==> src/sv/kpc_pkg.sv <==
`default_nettype none

package kpc_pkg;

    // Fixed sizes of the item fields.
    localparam int MAX_KEYS      = 8;
    localparam int KEY_INDEX_W   = 3;
    localparam int TIME_W        = 32;
    localparam int KEY_COUNT_W   = 4;
    localparam int CFG_INDEX_W   = 3;
    localparam int CFG_DATA_W    = 32;

    // Configuration register indexes.
    localparam logic [CFG_INDEX_W-1:0] REG_DEBOUNCE_TIME     = 3'd0;
    localparam logic [CFG_INDEX_W-1:0] REG_LONG_TIME         = 3'd1;
    localparam logic [CFG_INDEX_W-1:0] REG_VERY_LONG_TIME    = 3'd2;
    localparam logic [CFG_INDEX_W-1:0] REG_ACTIVE_LEVEL_MASK = 3'd3;
    localparam logic [CFG_INDEX_W-1:0] REG_KEY_COUNT         = 3'd4;

    // Reset values of the configuration registers.
    localparam logic [TIME_W-1:0]      DEBOUNCE_TIME_RST  = 32'd20;
    localparam logic [TIME_W-1:0]      LONG_TIME_RST      = 32'd1000;
    localparam logic [TIME_W-1:0]      VERY_LONG_TIME_RST = 32'd5000;
    localparam logic [MAX_KEYS-1:0]    ACTIVE_LEVEL_RST   = 8'd0;
    localparam logic [KEY_COUNT_W-1:0] KEY_COUNT_RST      = 4'd8;

    typedef enum logic [2:0] {
        PH_RELEASED  = 3'd0,
        PH_CONFIRM   = 3'd1,
        PH_CONFIRMED = 3'd2,
        PH_LONG      = 3'd3,
        PH_VERY_LONG = 3'd4
    } key_phase_t;

    typedef enum logic [1:0] {
        KIND_SHORT     = 2'd0,
        KIND_LONG      = 2'd1,
        KIND_VERY_LONG = 2'd2
    } press_kind_t;

    typedef struct packed {
        logic [TIME_W-1:0]      debounce_time;
        logic [TIME_W-1:0]      long_time;
        logic [TIME_W-1:0]      very_long_time;
        logic [MAX_KEYS-1:0]    active_level_mask;
        logic [KEY_COUNT_W-1:0] key_count;
    } cfg_t;

    typedef struct packed {
        logic        valid;
        press_kind_t kind;
    } lane_ev_t;

endpackage

`default_nettype wire

==> src/sv/kpc_key_lane.sv <==
`default_nettype none

// Debounce and press-length state machine of one key.
module kpc_key_lane (
    input  wire logic                        clk,
    input  wire logic                        rst_n,
    input  wire logic                        active,
    input  wire logic                        step,
    input  wire logic                        pressed,
    input  wire logic [kpc_pkg::TIME_W-1:0]  now_time,
    input  wire kpc_pkg::cfg_t               cfg,
    output kpc_pkg::lane_ev_t                lane_ev
);

    kpc_pkg::key_phase_t             phase_reg;
    kpc_pkg::key_phase_t             phase_next;
    logic [kpc_pkg::TIME_W-1:0]      start_reg;
    logic [kpc_pkg::TIME_W-1:0]      start_next;
    logic [kpc_pkg::TIME_W-1:0]      elapsed;
    kpc_pkg::lane_ev_t               ev_raw;

    // Elapsed time wraps modulo 2^32 like the timestamp.
    assign elapsed = now_time - start_reg;

    always_comb
    begin
        phase_next = phase_reg;
        start_next = start_reg;
        case (phase_reg)
            kpc_pkg::PH_RELEASED:
            begin
                if (pressed)
                begin
                    phase_next = kpc_pkg::PH_CONFIRM;
                    start_next = now_time;
                end
            end
            kpc_pkg::PH_CONFIRM:
            begin
                if (!pressed)
                    phase_next = kpc_pkg::PH_RELEASED;
                else if (elapsed >= cfg.debounce_time)
                    phase_next = kpc_pkg::PH_CONFIRMED;
            end
            kpc_pkg::PH_CONFIRMED:
            begin
                if (!pressed)
                    phase_next = kpc_pkg::PH_RELEASED;
                else if (elapsed >= cfg.long_time)
                    phase_next = kpc_pkg::PH_LONG;
            end
            kpc_pkg::PH_LONG:
            begin
                if (!pressed)
                    phase_next = kpc_pkg::PH_RELEASED;
                else if (elapsed >= cfg.very_long_time)
                    phase_next = kpc_pkg::PH_VERY_LONG;
            end
            kpc_pkg::PH_VERY_LONG:
            begin
                if (!pressed)
                    phase_next = kpc_pkg::PH_RELEASED;
            end
            default:
            begin
                phase_next = kpc_pkg::PH_RELEASED;
                start_next = now_time;
            end
        endcase
    end

    always_comb
    begin
        ev_raw.valid = 1'b0;
        ev_raw.kind  = kpc_pkg::KIND_SHORT;
        case (phase_reg)
            kpc_pkg::PH_CONFIRMED:
            begin
                if (!pressed)
                begin
                    ev_raw.valid = 1'b1;
                    ev_raw.kind  = kpc_pkg::KIND_SHORT;
                end
                else if (elapsed >= cfg.long_time)
                begin
                    ev_raw.valid = 1'b1;
                    ev_raw.kind  = kpc_pkg::KIND_LONG;
                end
            end
            kpc_pkg::PH_LONG:
            begin
                if (pressed && (elapsed >= cfg.very_long_time))
                begin
                    ev_raw.valid = 1'b1;
                    ev_raw.kind  = kpc_pkg::KIND_VERY_LONG;
                end
            end
            default:
            begin
                ev_raw.valid = 1'b0;
            end
        endcase
    end

    assign lane_ev.valid = ev_raw.valid & active;
    assign lane_ev.kind  = ev_raw.kind;

    always_ff @(posedge clk or negedge rst_n)
    begin
        if (!rst_n)
        begin
            phase_reg <= kpc_pkg::PH_RELEASED;
            start_reg <= '0;
        end
        else if (step && active)
        begin
            phase_reg <= phase_next;
            start_reg <= start_next;
        end
    end

endmodule

`default_nettype wire

==> src/sv/kpc_event_queue.sv <==
`default_nettype none

// Holds the events of one scan tick and hands them out lowest key first.
module kpc_event_queue (
    input  wire logic                                 clk,
    input  wire logic                                 rst_n,
    input  wire logic                                 load,
    input  wire logic [kpc_pkg::MAX_KEYS-1:0]         load_mask,
    input  wire kpc_pkg::press_kind_t [kpc_pkg::MAX_KEYS-1:0] load_kind,
    output logic                                      can_load,
    output logic                                      out_valid,
    input  wire logic                                 out_ready,
    output logic [kpc_pkg::KEY_INDEX_W-1:0]           key_index,
    output logic [1:0]                                press_kind,
    output logic                                      last_event
);

    logic [kpc_pkg::MAX_KEYS-1:0]                 mask_reg;
    logic [kpc_pkg::MAX_KEYS-1:0]                 mask_next;
    logic [kpc_pkg::MAX_KEYS-1:0]                 mask_rest;
    kpc_pkg::press_kind_t [kpc_pkg::MAX_KEYS-1:0] kind_reg;
    logic [kpc_pkg::KEY_INDEX_W-1:0]              low_idx;
    logic                                         take;

    // Lowest pending key.
    always_comb
    begin
        low_idx = '0;
        for (int i = kpc_pkg::MAX_KEYS - 1; i >= 0; i--)
        begin
            if (mask_reg[i])
                low_idx = kpc_pkg::KEY_INDEX_W'(i);
        end
    end

    assign mask_rest  = mask_reg & (mask_reg - kpc_pkg::MAX_KEYS'(1));
    assign out_valid  = |mask_reg;
    assign key_index  = low_idx;
    assign press_kind = kind_reg[low_idx];
    assign last_event = (mask_rest == '0);
    assign take       = out_valid && out_ready;
    assign can_load   = !out_valid || (take && last_event);

    always_comb
    begin
        if (load)
            mask_next = load_mask;
        else if (take)
            mask_next = mask_rest;
        else
            mask_next = mask_reg;
    end

    always_ff @(posedge clk or negedge rst_n)
    begin
        if (!rst_n)
            mask_reg <= '0;
        else
            mask_reg <= mask_next;
    end

    always_ff @(posedge clk)
    begin
        if (load)
            kind_reg <= load_kind;
    end

endmodule

`default_nettype wire

==> src/sv/key_press_classifier_top.sv <==
// Key press classifier: debounces up to eight buttons and reports short,
// long and very long presses.
// Input channel: in_valid/in_ready carry one scan tick per item, with the raw
// key levels and a wrapping millisecond timestamp. Output channel:
// out_valid/out_ready carry one event per item (key, kind, last-of-tick mark).
// The configuration port (cfg_write, cfg_index, cfg_data) writes a register
// and must only be used while the block is idle.
// A tick passes the input register, then its events are loaded into the
// event queue, which offers them. A tick causing n events occupies the
// queue until all n are taken; the queue drains one event a cycle while
// out_ready is high, at most eight events per tick. The next tick is taken
// into the input register while events of the previous one still wait;
// its keys update once the queue can take its events, or at once if none.
// Reset puts every key in the released state with a zero press start and
// loads the documented default thresholds. When the receiver stalls, the
// current event is held, the queue fills, and in_ready drops once the input
// register holds a tick whose events cannot be queued yet.
`default_nettype none

module key_press_classifier_top #(
    parameter int NUM_KEYS = 8
) (
    input  wire logic                              clk,
    input  wire logic                              rst_n,
    input  wire logic                              in_valid,
    output logic                                   in_ready,
    input  wire logic [kpc_pkg::MAX_KEYS-1:0]      key_levels,
    input  wire logic [kpc_pkg::TIME_W-1:0]        now_time,
    output logic                                   out_valid,
    input  wire logic                              out_ready,
    output logic [kpc_pkg::KEY_INDEX_W-1:0]        key_index,
    output logic [1:0]                             press_kind,
    output logic                                   last_event,
    input  wire logic                              cfg_write,
    input  wire logic [kpc_pkg::CFG_INDEX_W-1:0]   cfg_index,
    input  wire logic [kpc_pkg::CFG_DATA_W-1:0]    cfg_data
);

    // Only the first eight keys can ever be scanned, whatever NUM_KEYS is.
    localparam int KEYS_USED = (NUM_KEYS < kpc_pkg::MAX_KEYS) ? NUM_KEYS
                                                              : kpc_pkg::MAX_KEYS;

    kpc_pkg::cfg_t                                cfg_reg;
    logic                                         in_valid_reg;
    logic [kpc_pkg::MAX_KEYS-1:0]                 levels_reg;
    logic [kpc_pkg::TIME_W-1:0]                   now_reg;
    logic                                         fire;
    logic                                         can_load;
    logic [kpc_pkg::MAX_KEYS-1:0]                 ev_mask;
    kpc_pkg::press_kind_t [kpc_pkg::MAX_KEYS-1:0] ev_kind;

    // Configuration registers; writes beyond the register list are dropped.
    always_ff @(posedge clk or negedge rst_n)
    begin
        if (!rst_n)
        begin
            cfg_reg.debounce_time     <= kpc_pkg::DEBOUNCE_TIME_RST;
            cfg_reg.long_time         <= kpc_pkg::LONG_TIME_RST;
            cfg_reg.very_long_time    <= kpc_pkg::VERY_LONG_TIME_RST;
            cfg_reg.active_level_mask <= kpc_pkg::ACTIVE_LEVEL_RST;
            cfg_reg.key_count         <= kpc_pkg::KEY_COUNT_RST;
        end
        else if (cfg_write)
        begin
            case (cfg_index)
                kpc_pkg::REG_DEBOUNCE_TIME:
                    cfg_reg.debounce_time <= cfg_data;
                kpc_pkg::REG_LONG_TIME:
                    cfg_reg.long_time <= cfg_data;
                kpc_pkg::REG_VERY_LONG_TIME:
                    cfg_reg.very_long_time <= cfg_data;
                kpc_pkg::REG_ACTIVE_LEVEL_MASK:
                    cfg_reg.active_level_mask <= cfg_data[kpc_pkg::MAX_KEYS-1:0];
                kpc_pkg::REG_KEY_COUNT:
                    cfg_reg.key_count <= cfg_data[kpc_pkg::KEY_COUNT_W-1:0];
                default:
                    ;
            endcase
        end
    end

    // A tick in the input register is processed when its events, if any,
    // can go into the event queue.
    assign fire     = in_valid_reg && ((ev_mask == '0) || can_load);
    assign in_ready = !in_valid_reg || fire;

    always_ff @(posedge clk or negedge rst_n)
    begin
        if (!rst_n)
            in_valid_reg <= 1'b0;
        else if (in_ready)
            in_valid_reg <= in_valid;
    end

    always_ff @(posedge clk)
    begin
        if (in_valid && in_ready)
        begin
            levels_reg <= key_levels;
            now_reg    <= now_time;
        end
    end

    // One state machine per used key; the active ones all step on the same tick.
    for (genvar g = 0; g < kpc_pkg::MAX_KEYS; g++)
    begin : g_key
        if (g < KEYS_USED)
        begin : g_lane
            kpc_pkg::lane_ev_t lane_ev;
            logic              active;

            assign active = (kpc_pkg::KEY_COUNT_W'(g) < cfg_reg.key_count);

            kpc_key_lane u_lane (
                .clk      (clk),
                .rst_n    (rst_n),
                .active   (active),
                .step     (fire),
                .pressed  (~(levels_reg[g] ^ cfg_reg.active_level_mask[g])),
                .now_time (now_reg),
                .cfg      (cfg_reg),
                .lane_ev  (lane_ev)
            );

            assign ev_mask[g] = lane_ev.valid;
            assign ev_kind[g] = lane_ev.kind;
        end
        else
        begin : g_unused
            assign ev_mask[g] = 1'b0;
            assign ev_kind[g] = kpc_pkg::KIND_SHORT;
        end
    end

    kpc_event_queue u_queue (
        .clk        (clk),
        .rst_n      (rst_n),
        .load       (fire && (ev_mask != '0)),
        .load_mask  (ev_mask),
        .load_kind  (ev_kind),
        .can_load   (can_load),
        .out_valid  (out_valid),
        .out_ready  (out_ready),
        .key_index  (key_index),
        .press_kind (press_kind),
        .last_event (last_event)
    );

endmodule

`default_nettype wire
==> config.mk <==
export PLATFORM = sky130hd
export DESIGN_NAME = key_press_classifier_top
export DESIGN_NICKNAME = d
export VERILOG_FILES = /design/src/sv/kpc_pkg.sv /design/src/sv/kpc_key_lane.sv /design/src/sv/kpc_event_queue.sv /design/src/sv/key_press_classifier_top.sv
export SDC_FILE = /design/constraint.sdc
export NUM_CORES = 2
export LEC_CHECK = 0
export ABC_AREA = 1
export BUFFER_PORTS_ARGS = -buffer_cell sky130_fd_sc_hd__buf_2
export CAP_MARGIN = 20
export CORE_MARGIN = 2
export CORE_UTILIZATION = 31
export DETAILED_ROUTE_END_ITERATION = 8
export GPL_TIMING_DRIVEN = 1
export PLACE_DENSITY_LB_ADDON = 0.2
export SYNTH_ARGS = -nofsm -noshare
export SYNTH_HDL_FRONTEND = slang
export SYNTH_SLANG_ARGS = --single-unit
export TNS_END_PERCENT = 20
==> constraint.sdc <==
create_clock -name clk -period 7.49 [get_ports clk]
set_input_delay 0 -clock clk [delete_from_list [all_inputs] [get_ports clk]]
set_output_delay 0 -clock clk [all_outputs]
set_load 0.01 [all_outputs]
==> qor.yml <==
finish:
  largest_reg_flops: 256
  nFillCells: 16700
  mostFrequentLayoutCells: "1696 x nand2_1, 1016 x ha_1, 764 x inv_1"
  area_growth_pct: 14.6
  final_layout_size_suffix_gt1_share_pct: 5.67
  final_common_cell: "nand2_1"
  instances_no_fill: 9043
  nets: 8034
grt:
  grt_pass1_vias: 46800
  grt_usage_pct: 25.2
  grt_max_degree: 130
  antenna_found_initial: 4
  grt_pass1_wl_um: 304000
  grt-ovfl-total: 0
logic_synthesis:
  yosysSeqAreaShare_pct: 23.7
  syn-mean-instance-area_um2: 7.34
  postSynthCellCount: 6681
  synth_nets: 7785
  synth-seq-cells: 453
  syn_area_um2: 49100
  synth_area_leaders: "ha_1 26%, dfrtp_1 20%, nand2_1 13%"
  ys_warn_count: 0
  yosysTopAreaCell: "ha_1"
  synth_cell_type_count: 56
  ys.flop_type: "dfrtp_1"
  async_reset_ff_share_pct: 87.6
  synth_top_area_share_pct: 25.9
  synth_edf_count: 56
routing:
  avgRoutedWirePerCell_um: 23.1
  dr.first_iter.drc_count: 4334
  drcViolationCount: 0
  viasPerCell: 5.37
  first_pass_iters: 6
  met1_length_um: 96100
  routed.top_layer: "met5"
  detail_route.wirelength_um: 209000
  met3_length_um: 13000
  antenna_left: 0
  wl_met2_um: 93600
  dr_total_vias: 48600
clock_tree:
  cts_tree: "yes"
  path_clk_slew_ps: 60
  cts_inserted_buffers: 61
  clk_path_buf_depth: 3
  clock_latency_ps: 750
  htreeDepth: 2
  clkSinkCount: 453
  root_buffer: "clkbuf_16"
floorplanning:
  core_um2: 157000
  die_h_um: 402
  start_util_pct: 31.3
  rows: 145
  dieArea_um2: 161000
  die_w_um: 402
  pin_count: 88
worst_setup_path:
  cpMostUsedCell: "nand2_1"
  required_ps: 8110
  slowest_stage: "nor4_1"
  cp.arrival_ps: 7990
  crit_type: "reg -> reg"
  cp-end-kind: "register"
  worst_path_largest_cell_delay_ps: 720
  path_max_fanout: 9
  crit_path_start_kind: "register"
sta:
  setup_viol: 0
  setup_tns_ps: 0
  rsz0062_at_grt: "false"
  finClkSkew_ps: 71.2
  fmax_mhz: 136
  finalCritPeriodShare_pct: 98.3
  final_hold_viol_count: 0
  drv_slew: 0
  relSlewSlack_pct: 23.2
  worstMarginPinSlew_ps: 1140
  period_minus_slack_ps: 7370
worst_hold_path:
  hp-class: "in -> reg"
flow_run:
  drv_cap: 0
run_status:
  outcome: "completed"
placement:
  gp_congestion: 0.973
  dpl.cell_count: 8793
  numPortBuffers: 87
  dp_hpwl_um: 167000
[stage by stage]
step	hold slack, ps	utilization (%)	cell area (um2)	setup slack [ps]
final	37.7	35.9	56200	124
after global routing	30.3	35.9	56200	3.18
after CTS	3.37	35.7	55900	145
after detailed placement	101	33.5	52600	541
after global placement	103	33.5	52500	517
after floorplan	-296	-	49100	2090
[cell type report]
type,instances,area [um2],share of cell area [%]
clock buffer,84,1730,3.08
multi-input combinational,5293,33800,60.1
antenna,2,5.00,0.00890
clock inverter,32,495,0.881
tap,2058,2570,4.58
sequential,453,11600,20.7
timing repair buffer,349,3060,5.45
inverter,772,2900,5.16
[metal layers]
| metal | GRT usage, % | vias up |
|---|---|---|
| met5 | 0 | - |
| met4 | 7.51 | 2 |
| met3 | 2.58 | 275 |
| met2 | 40.8 | 1540 |
| met1 | 35.2 | 23400 |
| li1 | - | 23400 |
[what timing repair did]
| item | 4_1_cts | 5_1_grt |
|---|---|---|
| endpoints found under the hold margin | 289 | 8 |
| hold buffers | 112 | 2 |
| gates resized for setup | 0 | 20 |
| buffers inserted | 0 | 17 |
| setup endpoints to repair | 0 | 1 |
[cell families (layout without fill, tap and decap cells)]
family / count (synthesis) / after routing / synth area share, %
simple gates: 2779 / 2779 / 24.2
flops: 453 / 453 / 23.7
fa+ha+maj: 1024 / 1024 / 26.2
other cells: 0 / 2 / 0
compound gates: 1235 / 1235 / 13.7
xor+xnor: 255 / 255 / 4.57
buf+inv: 935 / 1237 / 7.62
[critical path: cells and delay by family (launching register included)]
kind / cells / cell delay (ps)
adder cells (fa/ha/maj): 2 / 630
XOR/XNOR: 1 / 380
AND/OR/NAND/NOR: 21 / 3910
AO/OA/AOI/OAI: 2 / 310
flip-flops: 1 / 620
buffers and inverters: 3 / 1430
[synthesized netlist by cell type, types with 5 or more instances]
cell,instances
edfxtp_1,56
and3_1,7
nor4_1,30
xor2_1,180
nand4_1,376
nand2_1,1698
a21oi_1,660
xnor2_1,74
nor3_1,78
inv_2,5
clkbuf_1,64
ha_1,1016
fa_1,8
o221ai_1,14
a211oi_1,15
buf_6,13
dfstp_2,14
o21a_1,43
o211ai_1,30
nand3_1,162
buf_1,14
a21o_1,17
a21boi_0,11
dfrtp_1,383
nor2_1,409
o21bai_1,25
o21ai_1,15
inv_1,766
a31oi_1,30
buf_2,26
o31ai_1,6
o21ai_0,341
clkbuf_2,29
o2111ai_1,8
buf_4,17
o22ai_1,8
[final timing paths]
| kind | to | cells past startpoint | from | slack [ps] |
|---|---|---|---|---|
| worst min-delay path | now_reg[17]$_DFFE_PP_ | 2 | now_time[17] | 40 |
| worst max-delay path | in_valid_reg$_DFFE_PN0P_ | 29 | now_reg[19]$_DFFE_PP_ | 120 |
| max in group asynchronous | g_key[6].g_lane.u_lane.start_reg[1]$_DFFE_PN0P_ | 4 | rst_n | 6040 |
| min in group asynchronous | cfg_reg[3]$_DFFE_PN1P_ | 3 | rst_n | 450 |
| worst min register to register | g_key[1].g_lane.u_lane.start_reg[30]$_DFFE_PN0P_ | 2 | g_key[1].g_lane.u_lane.start_reg[30]$_DFFE_PN0P_ | 480 |
| worst max register to register | in_valid_reg$_DFFE_PN0P_ | 29 | now_reg[19]$_DFFE_PP_ | 120 |
Power is left out: the tool's default activity adds up to more than one toggle a clock period on the data nets, which glitch-free logic cannot reach.
